### config.mk
export PLATFORM = sky130hd
export DESIGN_NAME = tile_map_box_collision
export DESIGN_NICKNAME = d
export VERILOG_FILES = /design/src/hdl/tmbc_pkg.sv /design/src/hdl/tmbc_ram.sv /design/src/hdl/tmbc_front.sv /design/src/hdl/tmbc_queue.sv /design/src/hdl/tmbc_back.sv /design/src/hdl/tile_map_box_collision.sv
export VERILOG_INCLUDE_DIRS = /design/src /design/src/hdl
export SDC_FILE = /design/constraint.sdc
export NUM_CORES = 2
export LEC_CHECK = 0
export BUFFER_PORTS_ARGS = -buffer_cell sky130_fd_sc_hd__buf_2
export CAP_MARGIN = 40
export CORE_MARGIN = 2
export CORE_UTILIZATION = 40
export CTS_BUF_LIST = sky130_fd_sc_hd__clkbuf_8
export CTS_CLUSTER_DIAMETER = 200
export DETAILED_ROUTE_END_ITERATION = 8
export PLACE_DENSITY = 0.54
export RECOVER_POWER = 100
export SLEW_MARGIN = 20
export SYNTH_ARGS = -nofsm -noshare
export SYNTH_HDL_FRONTEND = slang
export SYNTH_SLANG_ARGS = --single-unit
### constraint.sdc
create_clock -name clk -period 8.2 [get_ports clk]
set_clock_uncertainty 0.2 [all_clocks]
set_input_delay 1.23 -clock clk [delete_from_list [all_inputs] [get_ports clk]]
set_output_delay 1.23 -clock clk [all_outputs]
set_load 0.02 [all_outputs]
### src/hdl/tile_map_box_collision_defines.svh
// Assertion helpers shared by the tile map collision RTL.
// Both expect signals named clk and rst_n in the module that uses them.
`ifndef TILE_MAP_BOX_COLLISION_DEFINES_SVH
`define TILE_MAP_BOX_COLLISION_DEFINES_SVH

// Same-cycle implication, checked only out of reset
`define TMBC_ASSERT_NOW(label, cond, prop, msg) \
    label: assert property (@(posedge clk) disable iff (!rst_n) (cond) |-> (prop)) \
        else $error(msg);

// Next-cycle implication, checked only out of reset
`define TMBC_ASSERT_NEXT(label, cond, prop, msg) \
    label: assert property (@(posedge clk) disable iff (!rst_n) (cond) |=> (prop)) \
        else $error(msg);

`endif

### src/hdl/tmbc_pkg.sv
`timescale 1ns / 1ps

package tmbc_pkg;

    // Field widths fixed by the item format
    localparam int COL_W = 6;
    localparam int ROW_W = 5;
    localparam int POS_W = 15;
    localparam int VEL_W = 11;
    localparam int BOX_W = 8;

    // Depth of the command queue between front and back
    localparam int QUEUE_DEPTH = 2;

    // Item kinds
    localparam logic OP_WRITE = 1'b0;
    localparam logic OP_QUERY = 1'b1;

    // Configuration register indexes
    localparam int CFG_IDX_W = 2;
    localparam logic [CFG_IDX_W-1:0] REG_BOX_WIDTH  = 2'd0;
    localparam logic [CFG_IDX_W-1:0] REG_BOX_HEIGHT = 2'd1;

    // Configuration reset values
    localparam logic [BOX_W-1:0] BOX_WIDTH_RST  = 8'd32;
    localparam logic [BOX_W-1:0] BOX_HEIGHT_RST = 8'd48;

    // Classified command handed from front to back
    typedef struct packed {
        logic             query;   // 1 for a collision query
        logic             wr_en;   // write lands inside the grid
        logic             solid;   // bit to write
        logic [COL_W-1:0] col;     // write column
        logic [ROW_W-1:0] row;     // write row
        logic             span_ok; // some tile can touch the box
        logic [COL_W-1:0] xlo;     // first candidate column
        logic [COL_W-1:0] xhi;     // last candidate column
        logic [ROW_W-1:0] ylo;     // first candidate row
        logic [ROW_W-1:0] yhi;     // last candidate row
    } tmbc_cmd_t;

    // Back-end sequencer states
    typedef enum logic [1:0] {
        B_IDLE,
        B_SCAN,
        B_DONE
    } tmbc_bstate_t;

endpackage

### src/hdl/tmbc_ram.sv
`timescale 1ns / 1ps

module tmbc_ram #(
    parameter int WIDTH = 32,
    parameter int DEPTH = 64,
    localparam int AW = (DEPTH > 1) ? $clog2(DEPTH) : 1
) (
    input  logic             clk,
    input  logic             we,
    input  logic [AW-1:0]    waddr,
    input  logic [WIDTH-1:0] wdata,
    input  logic             re,
    input  logic [AW-1:0]    raddr,
    output logic [WIDTH-1:0] rdata
);

    logic [WIDTH-1:0] mem [DEPTH];

    // Write port
    always_ff @(posedge clk)
    begin
        if (we)
        begin
            mem[waddr] <= wdata;
        end
    end

    // Registered read port
    always_ff @(posedge clk)
    begin
        if (re)
        begin
            rdata <= mem[raddr];
        end
    end

endmodule

### src/hdl/tmbc_front.sv
`timescale 1ns / 1ps

module tmbc_front import tmbc_pkg::*; #(
    parameter int GRID_COLS = 64,
    parameter int GRID_ROWS = 32
) (
    input  logic                    clk,
    input  logic                    rst_n,
    input  logic                    in_valid,
    output logic                    in_ready,
    input  logic                    op,
    input  logic [COL_W-1:0]        tile_col,
    input  logic [ROW_W-1:0]        tile_row,
    input  logic                    tile_solid,
    input  logic signed [POS_W-1:0] pos_x,
    input  logic signed [POS_W-1:0] pos_y,
    input  logic signed [VEL_W-1:0] vel_x,
    input  logic signed [VEL_W-1:0] vel_y,
    input  logic [BOX_W-1:0]        box_width,
    input  logic [BOX_W-1:0]        box_height,
    output logic                    q_push,
    input  logic                    q_ready,
    output tmbc_cmd_t               q_cmd
);

    localparam logic signed [9:0] XMAX = 10'(GRID_COLS - 1);
    localparam logic signed [9:0] YMAX = 10'(GRID_ROWS - 1);

    typedef struct packed {
        logic             ok;
        logic [COL_W-1:0] lo;
        logic [COL_W-1:0] hi;
    } span_t;

    // Tiles whose near or far edge falls in [p, p + len*16] (12.4 units).
    // Edge k sits at k*256; edges from ceil(p/256) to floor((p+len*16)/256)
    // touch the span, and tiles k-1 and k share edge k.
    function automatic span_t tile_span(input logic signed [15:0] p,
                                        input logic [BOX_W-1:0] len,
                                        input logic signed [9:0] lim);
        logic signed [16:0] p_ceil;
        logic signed [16:0] p_end;
        logic signed [9:0]  kmin;
        logic signed [9:0]  kmin1;
        logic signed [9:0]  kmax;
        logic signed [9:0]  lo;
        logic signed [9:0]  hi;
        span_t              s;
        p_ceil = {p[15], p} + 17'sd255;
        p_end  = {p[15], p} + $signed({5'd0, len, 4'd0});
        kmin   = 10'(p_ceil >>> 8);
        kmax   = 10'(p_end >>> 8);
        kmin1  = kmin - 10'sd1;
        lo     = (kmin1 < 10'sd0) ? 10'sd0 : kmin1;
        hi     = (kmax > lim) ? lim : kmax;
        s.ok   = (kmin <= kmax) && (kmax >= 10'sd0) && (kmin1 <= lim);
        s.lo   = lo[COL_W-1:0];
        s.hi   = hi[COL_W-1:0];
        return s;
    endfunction

    logic                    f_valid_reg;
    logic                    f_valid_next;
    logic                    f_query_reg;
    logic [COL_W-1:0]        f_col_reg;
    logic [ROW_W-1:0]        f_row_reg;
    logic                    f_solid_reg;
    logic signed [15:0]      f_px_reg;
    logic signed [15:0]      f_py_reg;
    logic                    take;
    span_t                   xs;
    span_t                   ys;

    // Accept when the staging register is empty or draining
    assign in_ready     = !f_valid_reg || q_ready;
    assign take         = in_valid && in_ready;
    assign q_push       = f_valid_reg && q_ready;
    assign f_valid_next = take ? 1'b1 : (q_push ? 1'b0 : f_valid_reg);

    // Staging valid
    always_ff @(posedge clk or negedge rst_n)
    begin
        if (!rst_n)
        begin
            f_valid_reg <= 1'b0;
        end
        else
        begin
            f_valid_reg <= f_valid_next;
        end
    end

    // Capture the item and move the box
    always_ff @(posedge clk)
    begin
        if (take)
        begin
            f_query_reg <= (op == OP_QUERY);
            f_col_reg   <= tile_col;
            f_row_reg   <= tile_row;
            f_solid_reg <= tile_solid;
            f_px_reg    <= 16'(pos_x) + 16'(vel_x);
            f_py_reg    <= 16'(pos_y) + 16'(vel_y);
        end
    end

    // Classify: candidate column and row ranges, or write target
    always_comb
    begin
        xs            = tile_span(f_px_reg, box_width, XMAX);
        ys            = tile_span(f_py_reg, box_height, YMAX);
        q_cmd.query   = f_query_reg;
        q_cmd.wr_en   = ({1'b0, f_col_reg} < 7'(GRID_COLS))
                        && ({1'b0, f_row_reg} < 6'(GRID_ROWS));
        q_cmd.solid   = f_solid_reg;
        q_cmd.col     = f_col_reg;
        q_cmd.row     = f_row_reg;
        q_cmd.span_ok = xs.ok && ys.ok;
        q_cmd.xlo     = xs.lo;
        q_cmd.xhi     = xs.hi;
        q_cmd.ylo     = ys.lo[ROW_W-1:0];
        q_cmd.yhi     = ys.hi[ROW_W-1:0];
    end

endmodule

### src/hdl/tmbc_queue.sv
`timescale 1ns / 1ps

`include "tile_map_box_collision_defines.svh"

module tmbc_queue import tmbc_pkg::*; (
    input  logic      clk,
    input  logic      rst_n,
    input  logic      push,
    output logic      push_ready,
    input  tmbc_cmd_t push_cmd,
    input  logic      pop,
    output logic      pop_valid,
    output tmbc_cmd_t pop_cmd
);

    localparam int PTR_W = (QUEUE_DEPTH > 1) ? $clog2(QUEUE_DEPTH) : 1;
    localparam int CNT_W = $clog2(QUEUE_DEPTH + 1);

    tmbc_cmd_t        entry_reg [QUEUE_DEPTH];
    logic [PTR_W-1:0] wr_ptr_reg;
    logic [PTR_W-1:0] wr_ptr_next;
    logic [PTR_W-1:0] rd_ptr_reg;
    logic [PTR_W-1:0] rd_ptr_next;
    logic [CNT_W-1:0] cnt_reg;
    logic [CNT_W-1:0] cnt_next;
    logic             do_push;
    logic             do_pop;

    assign push_ready = (cnt_reg != CNT_W'(QUEUE_DEPTH));
    assign pop_valid  = (cnt_reg != '0);
    assign pop_cmd    = entry_reg[rd_ptr_reg];
    assign do_push    = push && push_ready;
    assign do_pop     = pop && pop_valid;

    // Advance pointers and fill count
    always_comb
    begin
        wr_ptr_next = wr_ptr_reg;
        rd_ptr_next = rd_ptr_reg;
        cnt_next    = cnt_reg;
        if (do_push)
        begin
            wr_ptr_next = (wr_ptr_reg == PTR_W'(QUEUE_DEPTH - 1)) ? '0
                          : PTR_W'(wr_ptr_reg + 1'b1);
        end
        if (do_pop)
        begin
            rd_ptr_next = (rd_ptr_reg == PTR_W'(QUEUE_DEPTH - 1)) ? '0
                          : PTR_W'(rd_ptr_reg + 1'b1);
        end
        if (do_push && !do_pop)
        begin
            cnt_next = CNT_W'(cnt_reg + 1'b1);
        end
        else if (do_pop && !do_push)
        begin
            cnt_next = CNT_W'(cnt_reg - 1'b1);
        end
    end

    always_ff @(posedge clk or negedge rst_n)
    begin
        if (!rst_n)
        begin
            wr_ptr_reg <= '0;
            rd_ptr_reg <= '0;
            cnt_reg    <= '0;
        end
        else
        begin
            wr_ptr_reg <= wr_ptr_next;
            rd_ptr_reg <= rd_ptr_next;
            cnt_reg    <= cnt_next;
        end
    end

    // Store the pushed item
    always_ff @(posedge clk)
    begin
        if (do_push)
        begin
            entry_reg[wr_ptr_reg] <= push_cmd;
        end
    end

    `TMBC_ASSERT_NOW(a_cnt_bound, 1'b1, cnt_reg <= CNT_W'(QUEUE_DEPTH), "queue overfilled")

endmodule

### src/hdl/tmbc_back.sv
`timescale 1ns / 1ps

`include "tile_map_box_collision_defines.svh"

module tmbc_back import tmbc_pkg::*; #(
    parameter int GRID_COLS = 64,
    parameter int GRID_ROWS = 32
) (
    input  logic             clk,
    input  logic             rst_n,
    input  logic             q_valid,
    output logic             q_pop,
    input  tmbc_cmd_t        q_cmd,
    output logic             out_valid,
    input  logic             out_ready,
    output logic             out_hit,
    output logic [9:0]       out_block_x,
    output logic [8:0]       out_block_y
);

    localparam int CA_W = (GRID_COLS > 1) ? $clog2(GRID_COLS) : 1;
    localparam int RA_W = (GRID_ROWS > 1) ? $clog2(GRID_ROWS) : 1;

    tmbc_bstate_t         state_reg;
    tmbc_bstate_t         state_next;
    tmbc_cmd_t            cmd_reg;
    logic [COL_W-1:0]     cur_reg;
    logic [COL_W-1:0]     cur_next;
    logic [GRID_COLS-1:0] valid_reg;
    logic                 res_hit_reg;
    logic [COL_W-1:0]     res_col_reg;
    logic [ROW_W-1:0]     res_row_reg;
    logic                 out_valid_reg;
    logic                 out_hit_reg;
    logic [9:0]           out_bx_reg;
    logic [8:0]           out_by_reg;

    logic                 rd_en;
    logic [CA_W-1:0]      rd_addr;
    logic [GRID_ROWS-1:0] rd_data;
    logic                 wr_en;
    logic [GRID_ROWS-1:0] wr_data;
    logic [GRID_ROWS-1:0] word;
    logic [GRID_ROWS-1:0] ymask;
    logic [GRID_ROWS-1:0] hits;
    logic                 found;
    logic [ROW_W-1:0]     found_row;
    logic                 last_col;
    logic                 out_free;
    logic                 scan_step;
    logic                 load_res;
    logic                 clear_res;
    logic                 load_out;

    tmbc_ram #(
        .WIDTH (GRID_ROWS),
        .DEPTH (GRID_COLS)
    ) u_map (
        .clk   (clk),
        .we    (wr_en),
        .waddr (cmd_reg.col[CA_W-1:0]),
        .wdata (wr_data),
        .re    (rd_en),
        .raddr (rd_addr),
        .rdata (rd_data)
    );

    // Column word as read; a never-written column reads clear
    always_comb
    begin
        word = valid_reg[cur_reg[CA_W-1:0]] ? rd_data : '0;
        for (int r = 0; r < GRID_ROWS; r++)
        begin
            ymask[r] = (ROW_W'(r) >= cmd_reg.ylo) && (ROW_W'(r) <= cmd_reg.yhi);
        end
        hits = word & ymask;
        wr_data = word;
        wr_data[cmd_reg.row[RA_W-1:0]] = cmd_reg.solid;
    end

    // Pick the lowest solid row in the column
    always_comb
    begin
        found_row = '0;
        for (int r = GRID_ROWS - 1; r >= 0; r--)
        begin
            if (hits[r])
            begin
                found_row = ROW_W'(r);
            end
        end
        found = |hits;
    end

    assign last_col = (cur_reg == cmd_reg.xhi);
    assign out_free = !out_valid_reg || out_ready;

    // Next state
    always_comb
    begin
        state_next = state_reg;
        case (state_reg)
            B_IDLE:
            begin
                if (q_valid)
                begin
                    if ((q_cmd.query && q_cmd.span_ok) || (!q_cmd.query && q_cmd.wr_en))
                    begin
                        state_next = B_SCAN;
                    end
                    else
                    begin
                        state_next = B_DONE;
                    end
                end
            end
            B_SCAN:
            begin
                if (!cmd_reg.query || found || last_col)
                begin
                    state_next = B_DONE;
                end
            end
            B_DONE:
            begin
                if (out_free)
                begin
                    state_next = B_IDLE;
                end
            end
            default:
            begin
                state_next = B_IDLE;
            end
        endcase
    end

    // Sequencer outputs
    always_comb
    begin
        q_pop     = 1'b0;
        rd_en     = 1'b0;
        rd_addr   = cmd_reg.xlo[CA_W-1:0];
        wr_en     = 1'b0;
        scan_step = 1'b0;
        load_res  = 1'b0;
        clear_res = 1'b0;
        load_out  = 1'b0;
        case (state_reg)
            B_IDLE:
            begin
                q_pop     = q_valid;
                rd_en     = q_valid;
                rd_addr   = q_cmd.query ? q_cmd.xlo[CA_W-1:0] : q_cmd.col[CA_W-1:0];
                clear_res = q_valid;
            end
            B_SCAN:
            begin
                wr_en    = !cmd_reg.query;
                load_res = cmd_reg.query;
                if (cmd_reg.query && !found && !last_col)
                begin
                    scan_step = 1'b1;
                    rd_en     = 1'b1;
                    rd_addr   = CA_W'(cur_reg + 1'b1);
                end
            end
            B_DONE:
            begin
                load_out = out_free;
            end
            default:
            begin
                q_pop = 1'b0;
            end
        endcase
    end

    assign cur_next = q_pop ? (q_cmd.query ? q_cmd.xlo : q_cmd.col)
                      : (scan_step ? COL_W'(cur_reg + 1'b1) : cur_reg);

    // Control state, written-column marks and output valid
    always_ff @(posedge clk or negedge rst_n)
    begin
        if (!rst_n)
        begin
            state_reg     <= B_IDLE;
            valid_reg     <= '0;
            out_valid_reg <= 1'b0;
        end
        else
        begin
            state_reg <= state_next;
            if (wr_en)
            begin
                valid_reg[cmd_reg.col[CA_W-1:0]] <= 1'b1;
            end
            if (load_out)
            begin
                out_valid_reg <= 1'b1;
            end
            else if (out_ready)
            begin
                out_valid_reg <= 1'b0;
            end
        end
    end

    // Command, scan position, result and output payload
    always_ff @(posedge clk)
    begin
        if (q_pop)
        begin
            cmd_reg <= q_cmd;
        end
        cur_reg <= cur_next;
        if (clear_res)
        begin
            res_hit_reg <= 1'b0;
            res_col_reg <= '0;
            res_row_reg <= '0;
        end
        else if (load_res)
        begin
            res_hit_reg <= found;
            res_col_reg <= found ? cur_reg : '0;
            res_row_reg <= found ? found_row : '0;
        end
        if (load_out)
        begin
            out_hit_reg <= res_hit_reg;
            out_bx_reg  <= {res_col_reg, 4'd0};
            out_by_reg  <= {res_row_reg, 4'd0};
        end
    end

    assign out_valid   = out_valid_reg;
    assign out_hit     = out_hit_reg;
    assign out_block_x = out_bx_reg;
    assign out_block_y = out_by_reg;

    `TMBC_ASSERT_NOW(a_scan_in_range, (state_reg == B_SCAN) && cmd_reg.query, cur_reg <= cmd_reg.xhi, "scan ran past last column")
    `TMBC_ASSERT_NEXT(a_write_one_step, (state_reg == B_SCAN) && !cmd_reg.query, state_reg == B_DONE, "write took more than one step")
    `TMBC_ASSERT_NOW(a_write_no_hit, (state_reg == B_DONE) && !cmd_reg.query, !res_hit_reg, "write reported a hit")

endmodule

### src/hdl/tile_map_box_collision.sv
`timescale 1ns / 1ps

// Tile map box collision.
// Input stream (s_*): one item per handshake. tuser selects the kind: a write
// sets or clears one tile's solid bit, a query moves a box by its velocity and
// looks for the first solid tile (column by column, row by row) that touches it.
// Output stream (m_*): exactly one item per input item, in order; hit in tuser,
// hit tile corner in tdata (all zero for writes and misses).
// Config channel (cfg_*): always ready; index 0 is box width, 1 box height,
// other indexes are dropped. Write it only while the block is idle.
// A query searches at most 17 tile columns with a 255-pixel box and searches
// none when the box misses the grid. The back end handles one item at a time,
// reading one column word of the map per cycle while it searches; a two-entry
// queue and an input staging register let up to three more items be taken
// while it works.
// Reset: map reads all clear at once (one mark per column word), box size
// returns to 32 x 48. If m_tready stays low the result waits in the output
// register and the queue fills before s_tready drops.
module tile_map_box_collision import tmbc_pkg::*; #(
    parameter int GRID_COLS = 64,
    parameter int GRID_ROWS = 32
) (
    input  logic                 clk,
    input  logic                 rst_n,
    input  logic                 s_tvalid,
    output logic                 s_tready,
    // tile_col[5:0], tile_row[10:6], tile_solid[11], pos_x[26:12],
    // pos_y[41:27], vel_x[52:42], vel_y[63:53]
    input  logic [63:0]          s_tdata,
    // op[0]
    input  logic                 s_tuser,
    output logic                 m_tvalid,
    input  logic                 m_tready,
    // block_x[9:0], block_y[18:10], zero[23:19]
    output logic [23:0]          m_tdata,
    // hit[0]
    output logic                 m_tuser,
    input  logic                 cfg_valid,
    output logic                 cfg_ready,
    input  logic [CFG_IDX_W-1:0] cfg_index,
    input  logic [BOX_W-1:0]     cfg_data
);

    logic [BOX_W-1:0] box_width_reg;
    logic [BOX_W-1:0] box_height_reg;
    logic             q_push;
    logic             q_push_ready;
    tmbc_cmd_t        q_push_cmd;
    logic             q_pop;
    logic             q_pop_valid;
    tmbc_cmd_t        q_pop_cmd;
    logic [9:0]       block_x;
    logic [8:0]       block_y;

    assign cfg_ready = 1'b1;

    // Box size registers
    always_ff @(posedge clk or negedge rst_n)
    begin
        if (!rst_n)
        begin
            box_width_reg  <= BOX_WIDTH_RST;
            box_height_reg <= BOX_HEIGHT_RST;
        end
        else if (cfg_valid && cfg_ready)
        begin
            case (cfg_index)
                REG_BOX_WIDTH:  box_width_reg  <= cfg_data;
                REG_BOX_HEIGHT: box_height_reg <= cfg_data;
                default:        box_width_reg  <= box_width_reg;
            endcase
        end
    end

    tmbc_front #(
        .GRID_COLS (GRID_COLS),
        .GRID_ROWS (GRID_ROWS)
    ) u_front (
        .clk        (clk),
        .rst_n      (rst_n),
        .in_valid   (s_tvalid),
        .in_ready   (s_tready),
        .op         (s_tuser),
        .tile_col   (s_tdata[5:0]),
        .tile_row   (s_tdata[10:6]),
        .tile_solid (s_tdata[11]),
        .pos_x      ($signed(s_tdata[26:12])),
        .pos_y      ($signed(s_tdata[41:27])),
        .vel_x      ($signed(s_tdata[52:42])),
        .vel_y      ($signed(s_tdata[63:53])),
        .box_width  (box_width_reg),
        .box_height (box_height_reg),
        .q_push     (q_push),
        .q_ready    (q_push_ready),
        .q_cmd      (q_push_cmd)
    );

    tmbc_queue u_queue (
        .clk        (clk),
        .rst_n      (rst_n),
        .push       (q_push),
        .push_ready (q_push_ready),
        .push_cmd   (q_push_cmd),
        .pop        (q_pop),
        .pop_valid  (q_pop_valid),
        .pop_cmd    (q_pop_cmd)
    );

    tmbc_back #(
        .GRID_COLS (GRID_COLS),
        .GRID_ROWS (GRID_ROWS)
    ) u_back (
        .clk         (clk),
        .rst_n       (rst_n),
        .q_valid     (q_pop_valid),
        .q_pop       (q_pop),
        .q_cmd       (q_pop_cmd),
        .out_valid   (m_tvalid),
        .out_ready   (m_tready),
        .out_hit     (m_tuser),
        .out_block_x (block_x),
        .out_block_y (block_y)
    );

    assign m_tdata = {5'd0, block_y, block_x};

endmodule
# After elaboration in Yosys (flattened, before gate mapping)
# Memory sizes are Yosys's and may differ from the RTL's. A register that Yosys moved wholly into a read port is not among the register bits.
# Index checks and enable logic that the tools add are counted.
[totals]
mem_bits_rw = 2120
n_memories = 2
wordCells = 282
register_bits = 198
[mem_list]
columns = ["memory", "depth", "word_bits", "read_ports", "rd_clocked_by_memory_dff", "wr", "line_no", "text"]
rows = [
  ["u_back.u_map.mem", 64, 32, 1, 1, 1, "tmbc_ram.sv:17", "logic [WIDTH-1:0] mem [DEPTH];"],
  ["u_queue.entry_reg", 2, 36, 1, 0, 1, "tmbc_queue.sv:19", "tmbc_cmd_t entry_reg [QUEUE_DEPTH];"],
]
[op_classes]
n_bitwise = 2
reduce_logical = 73
addsub = 13
n_lt_le_gt_ge = 79
n_eq_ne = 8
n_mux = 75
[ops]
columns = ["op", "count"]
rows = [
  ["5-bit two-way mux", 35],
  ["5-bit greater-or-equal comparator (first input constant)", 16],
  ["5-bit less-or-equal comparator (first input constant)", 16],
  ["64-bit bitwise OR", 1],
  ["1-bit logical AND", 48],
  ["6-bit two-way mux", 7],
  ["4-bit by 5-bit greater-or-equal comparator with 1-bit output (first input constant)", 8],
  ["4-bit by 5-bit less-or-equal comparator with 1-bit output (first input constant)", 8],
  ["16-bit by 13-bit adder with 17-bit output", 2],
  ["16-bit by 9-bit adder with 17-bit output (second input constant)", 2],
  ["15-bit by 11-bit adder with 16-bit output", 2],
  ["32-bit AND", 1],
  ["32-bit bitwise mux", 1],
  ["32-bit two-way mux", 1],
  ["32-bit OR reduction", 1],
  ["3-bit by 5-bit greater-or-equal comparator with 1-bit output (first input constant)", 4],
  ["3-bit by 5-bit less-or-equal comparator with 1-bit output (first input constant)", 4],
  ["10-bit by 1-bit less-than comparator with 1-bit output (second input constant)", 2],
  ["9-bit by 2-bit subtractor with 10-bit output (second input constant)", 2],
  ["1-bit two-way mux", 19],
  ["9-bit by 1-bit greater-or-equal comparator with 1-bit output (second input constant)", 2],
  ["9-bit less-or-equal comparator", 2],
  ["6-bit by 7-bit less-than comparator with 1-bit output (second input constant)", 2],
  ["2-bit two-way mux", 6],
  ["33 further kinds", 58],
]

# Depth between registers and ports, before layout
[logic_depth]
ltp_word = 37
mapped_depth = 21
depth_no_buf = 21

# Modules after synthesis
# Synthesis repeated with hierarchy kept, for this count alone.
[unflattened]
hier_cells = 4715
hier_area_um2 = 94244.1
[by_module_without_submodules]
columns = ["module", "area_each_um2", "n_inst", "cells_each", "seq_area_each_um2"]
rows = [
  ["tmbc_ram", 78835.6, 1, 3324, 62459.9],
  ["tmbc_back", 7458.4, 1, 751, 3508.4],
  ["tmbc_front", 4336.7, 1, 465, 1376.3],
  ["tmbc_queue", 2946.6, 1, 133, 2322.2],
  ["tile_map_box_collision", 666.9, 1, 42, 404.1],
]

# Least setup slack after synthesis
# OpenSTA, ideal clock, no wires.
[synth_path]
kind = "register to register"
start = "register u_back.cur_reg[0]"
end = "memory u_back.u_map.mem[0][1], data pin"
path_stages_with_launch = 11
setup_slack_ns = 3.006
path_buffers = 4
t_required_ns = 7.298
setup_time_ns = 0.702
t_arrival_ns = 4.293
path_cell_list = "edfxtp_1 -> buf_4 -> buf_4 -> mux2i_1 -> a221oi_1 -> a21oi_1 -> nand3_1 -> nand2_2 -> buf_6 -> clkbuf_1 -> o21ai_0"
[synth_via]
elab_chain_cells = 4
[synth_rtl]
columns = ["item", "line_no", "text"]
rows = [
  ["start, declared", "tmbc_back.sv:27", "logic [COL_W-1:0] cur_reg;"],
  ["start signal, assigned", "tmbc_back.sv:216", "cur_reg <= cur_next;"],
  ["1-bit binary-select mux with 6-bit select", "tmbc_back.sv:71", "word = valid_reg[cur_reg[CA_W-1:0]] ? rd_data : '0;"],
  ["1-bit two-way mux (implied by the code)", "tmbc_back.sv:71", ""],
  ["32-bit two-way mux", "tmbc_back.sv:71", ""],
  ["32-bit bitwise mux", "tmbc_back.sv:78", "wr_data[cmd_reg.row[RA_W-1:0]] = cmd_reg.solid;"],
  ["named net u_back.u_map.wdata[1]", "tmbc_ram.sv:11", "input logic [WIDTH-1:0] wdata,"],
  ["end, declared", "tmbc_ram.sv:17", ""],
]
# The timed path passes the listed nets, and every way through them passes these cells. The select of a mux whose other input is x is not followed.

# Worst setup path after layout
[layout_path]
start = "register u_back.cur_reg[0]"
end = "memory u_back.u_map.mem[40][4], data pin"
# The elaborated chain is that of the path after synthesis.

==> impl_metrics.py <==
metrics = {
    "worst_setup_path": {
        "startpoint_type": "flop",
        "r2r.worst_path.cells": 11,
        "worstSetupEndpointType": "flop",
        "worstReg2RegEnd": "u_back.u_map.mem[40][4]",
        "timing.setup.critical_path_class": "flop to flop",
        "reg2reg_setup_slack_ps": 870,
        "worstSetupStartpoint": "u_back.cur_reg[0]",
        "timing.critical_path.required_ps": 8650,
        "worst-endpoint-arrival_ps": 7780,
        "cp-endpoint": "u_back.u_map.mem[40][4]",
        "critical_path.max_fanout": 48,
        "rr_startpoint": "u_back.cur_reg[0]",
    },
    "grt": {
        "grt_usage_pct": 23.4,
        "busiest_layer": "met2",
        "number_of_antenna_violations_at_the_first_check_in_global_routing": 32,
        "global_route.usage.met3_pct": 4.73,
        "grt_pass1_vias": 57500,
        "grt_use_met1_pct": 31.9,
        "grt_first_pass_wirelength_um": 415000,
        "grt_max_degree": 167,
        "globalRouteOverflowTotal": 0,
        "global_route.usage.met2_pct": 37.2,
    },
    "place": {
        "final_hpwl_dp_um": 167000,
        "numPortBuffers": 93,
        "routabilityCongestion": 0.933,
    },
    "clock_tree": {
        "cts_htree_levels": 5,
        "cts.clk_slew.worst_paths_ps": 60,
        "post_cts_hold_buffer_count": 11,
        "tritoncts_clock_tree": "done",
        "clkSinkCount": 2350,
        "clk_latency_ps": 1140,
        "cts_repair_resize_count": 0,
        "cts.repair_timing.setup_buffer_count": 0,
        "max-clock-path-buffers": 4,
        "tritoncts.num_buffers": 403,
        "root_buffer": "sky130_fd_sc_hd__clkbuf_8",
    },
    "synth": {
        "synth-seq-area-share_pct": 72.6,
        "ys_ff_latch": 2350,
        "synth_top_flop_cell": "sky130_fd_sc_hd__edfxtp_1",
        "synthCells": 6632,
        "count_of_warnings_emitted_by_yosys": 0,
        "synth_enable_flop_cells": 2250,
        "synth_cell_type_count": 93,
        "synth_async_sr_flop_share_pct": 3.74,
        "average_footprint_of_a_synthesized_cell_um2": 14.5,
        "post_synth_instance_area_um2": 96400,
    },
    "cells_and_area": {
        "most_frequent_cells_in_the_layout": "sky130_fd_sc_hd__edfxtp_1, sky130_fd_sc_hd__nand2_1, sky130_fd_sc_hd__nand3_1",
        "layout-drive-gt1-share_pct": 13.0,
        "fillers": 21500,
        "area.sequential_um2": 70000,
        "mostFrequentLayoutCell": "sky130_fd_sc_hd__edfxtp_1",
        "largest_register_ff_count": 2048,
        "area.growth.synth_to_final_pct": 12.4,
        "utilization_pct": 45.1,
        "multiInputGateArea_um2": 24900,
        "fin_nets": 7156,
    },
    "detailed_routing": {
        "drt_iter0_markers": 6229,
        "route.antenna.remaining_nets": 0,
        "first_pass_iters": 8,
        "remaining_routing_drc_violations": 0,
        "detailed_route_vias_per_instance": 5.57,
        "drt-total-wl_um": 291000,
        "count_of_vias_placed_by_the_detailed_router": 58500,
        "routed_length_per_instance_um": 27.7,
    },
    "worst_hold_path": {
        "holdCritPathClass": "primary input to flop",
    },
    "sta": {
        "setup-violations-final": 0,
        "fmax_ghz": 0.137,
        "tightest_slew_ps": 3680,
        "fin_hold_viols": 0,
        "max-slew-margin-rel_pct": -145,
        "rsz0062_at_grt": "no",
        "slew_violations": 3760,
        "final_total_negative_setup_slack_ps": 0,
        "final_cycle_share_pct": 89.3,
        "post_layout_min_period_ps": 7330,
    },
    "status": {
        "failing_checks": "max-capacitance violations, max-slew violations",
        "outcome": "finished, violations left",
    },
    "job": {
        "count_of_max_cap_constraint_violations": 120,
    },
    "floorplanning": {
        "row_count": 180,
        "coreArea_um2": 240000,
        "die-height_um": 495,
        "floorplan.initialDensity_pct": 40.2,
        "die_area_um2": 245000,
        "die-width_um": 495,
        "io_pins": 108,
    },
}
-- layer usage --
metal  wire, um  share of wire (%)
met1     121000                 42
met2     135000                 46
met3      24300                8.4
met4      11000                3.8
met5         70              0.024
-- kinds of logic after synthesis --
| group | count (synthesis) | synth area share [%] |
|---|---|---|
| AOI/OAI and AO/OA | 471 | 3.33 |
| xor gates and xnor gates | 60 | 0.545 |
| adders and majority gates | 68 | 0.898 |
| buffers and inverters | 418 | 2.00 |
| DFF | 2350 | 72.6 |
| muxes | 848 | 9.14 |
| other | 2 | 0.00779 |
| and+or+nand+nor | 2415 | 11.5 |
-- critical path, cell delays in order (launching register included) --
cell                       delay, ps
sky130_fd_sc_hd__edfxtp_1        650
sky130_fd_sc_hd__clkbuf_1        510
sky130_fd_sc_hd__clkbuf_1        720
sky130_fd_sc_hd__mux2i_1         290
sky130_fd_sc_hd__a22oi_1         260
sky130_fd_sc_hd__nand3_1         100
sky130_fd_sc_hd__nand3_1         110
sky130_fd_sc_hd__nand2_1         200
sky130_fd_sc_hd__clkbuf_1        360
sky130_fd_sc_hd__buf_16          270
sky130_fd_sc_hd__o21ai_0        1990
sky130_fd_sc_hd__clkbuf_2       1160
-- synth_stat cells, types with 15 or more instances --
master                     count  area (um2)
sky130_fd_sc_hd__and2_1       15        93.8
sky130_fd_sc_hd__a21oi_1      46         230
sky130_fd_sc_hd__nor2b_1      29         181
sky130_fd_sc_hd__xnor2_1      43         377
sky130_fd_sc_hd__o21ai_0     118         591
sky130_fd_sc_hd__nand2b_1     20         125
sky130_fd_sc_hd__buf_2       104         521
sky130_fd_sc_hd__edfxtp_1   2250       67600
sky130_fd_sc_hd__ha_1         66         826
sky130_fd_sc_hd__nor3_1       24         120
sky130_fd_sc_hd__nor2_1      179         672
sky130_fd_sc_hd__xor2_1       17         149
sky130_fd_sc_hd__or2_2        82         513
sky130_fd_sc_hd__buf_4        31         233
sky130_fd_sc_hd__buf_1        25        93.8
sky130_fd_sc_hd__nand3_1     764        3820
sky130_fd_sc_hd__a22oi_1      23         173
sky130_fd_sc_hd__mux2_2      160        1800
sky130_fd_sc_hd__buf_6        15         169
sky130_fd_sc_hd__nand4_1      89         557
sky130_fd_sc_hd__dfrtp_1      85        2130
sky130_fd_sc_hd__a22o_1       54         473
sky130_fd_sc_hd__inv_1        48         180
sky130_fd_sc_hd__mux2i_1     677        6780
sky130_fd_sc_hd__nand2_1    1095        4110
sky130_fd_sc_hd__o22ai_1      85         532
sky130_fd_sc_hd__or3_1        38         238
sky130_fd_sc_hd__clkbuf_1    195         732
sky130_fd_sc_hd__or4_1        27         203
-- cell type report --
cell class,count,area share [%]
antenna,13,0.0300
inverter,48,0.166
clock buffer,419,5.32
timing repair buffer,329,2.01
clock inverter,278,1.23
sequential,2350,64.6
multi-input combinational,3876,23.0
tap,3185,3.68
-- through the flow --
stage               worst slack [ps]  area [um2]  instances  hold WS, ps
floorplan                       3010       96500       6644          200
global placement                1320      102000       9731          226
detailed placement              1560      102000       9762          223
CTS                             1570      110000      10500         1.34
global route                     642      108000      10500         54.3
finish                           875      108000      10500          107
-- worst min path at each step --
stage | slack [ps] | cells after the start | from | endpoint
floorplan | 200 | 0 | u_back.res_row_reg[0] | u_back.out_block_y[4]
global placement | 230 | 0 | u_front.f_col_reg[1] | u_queue.entry_reg[0][29]
detailed placement | 220 | 0 | u_back.res_row_reg[2] | u_back.out_block_y[6]
CTS | 1 | 1 | s_tdata[3] | u_front.f_col_reg[3]
global route | 50 | 1 | s_tdata[2] | u_front.f_col_reg[2]
finish | 110 | 1 | s_tdata[3] | u_front.f_col_reg[3]
Power is left out: the tool's default activity adds up to more than one toggle a clock period on the data nets, which glitch-free logic cannot reach.
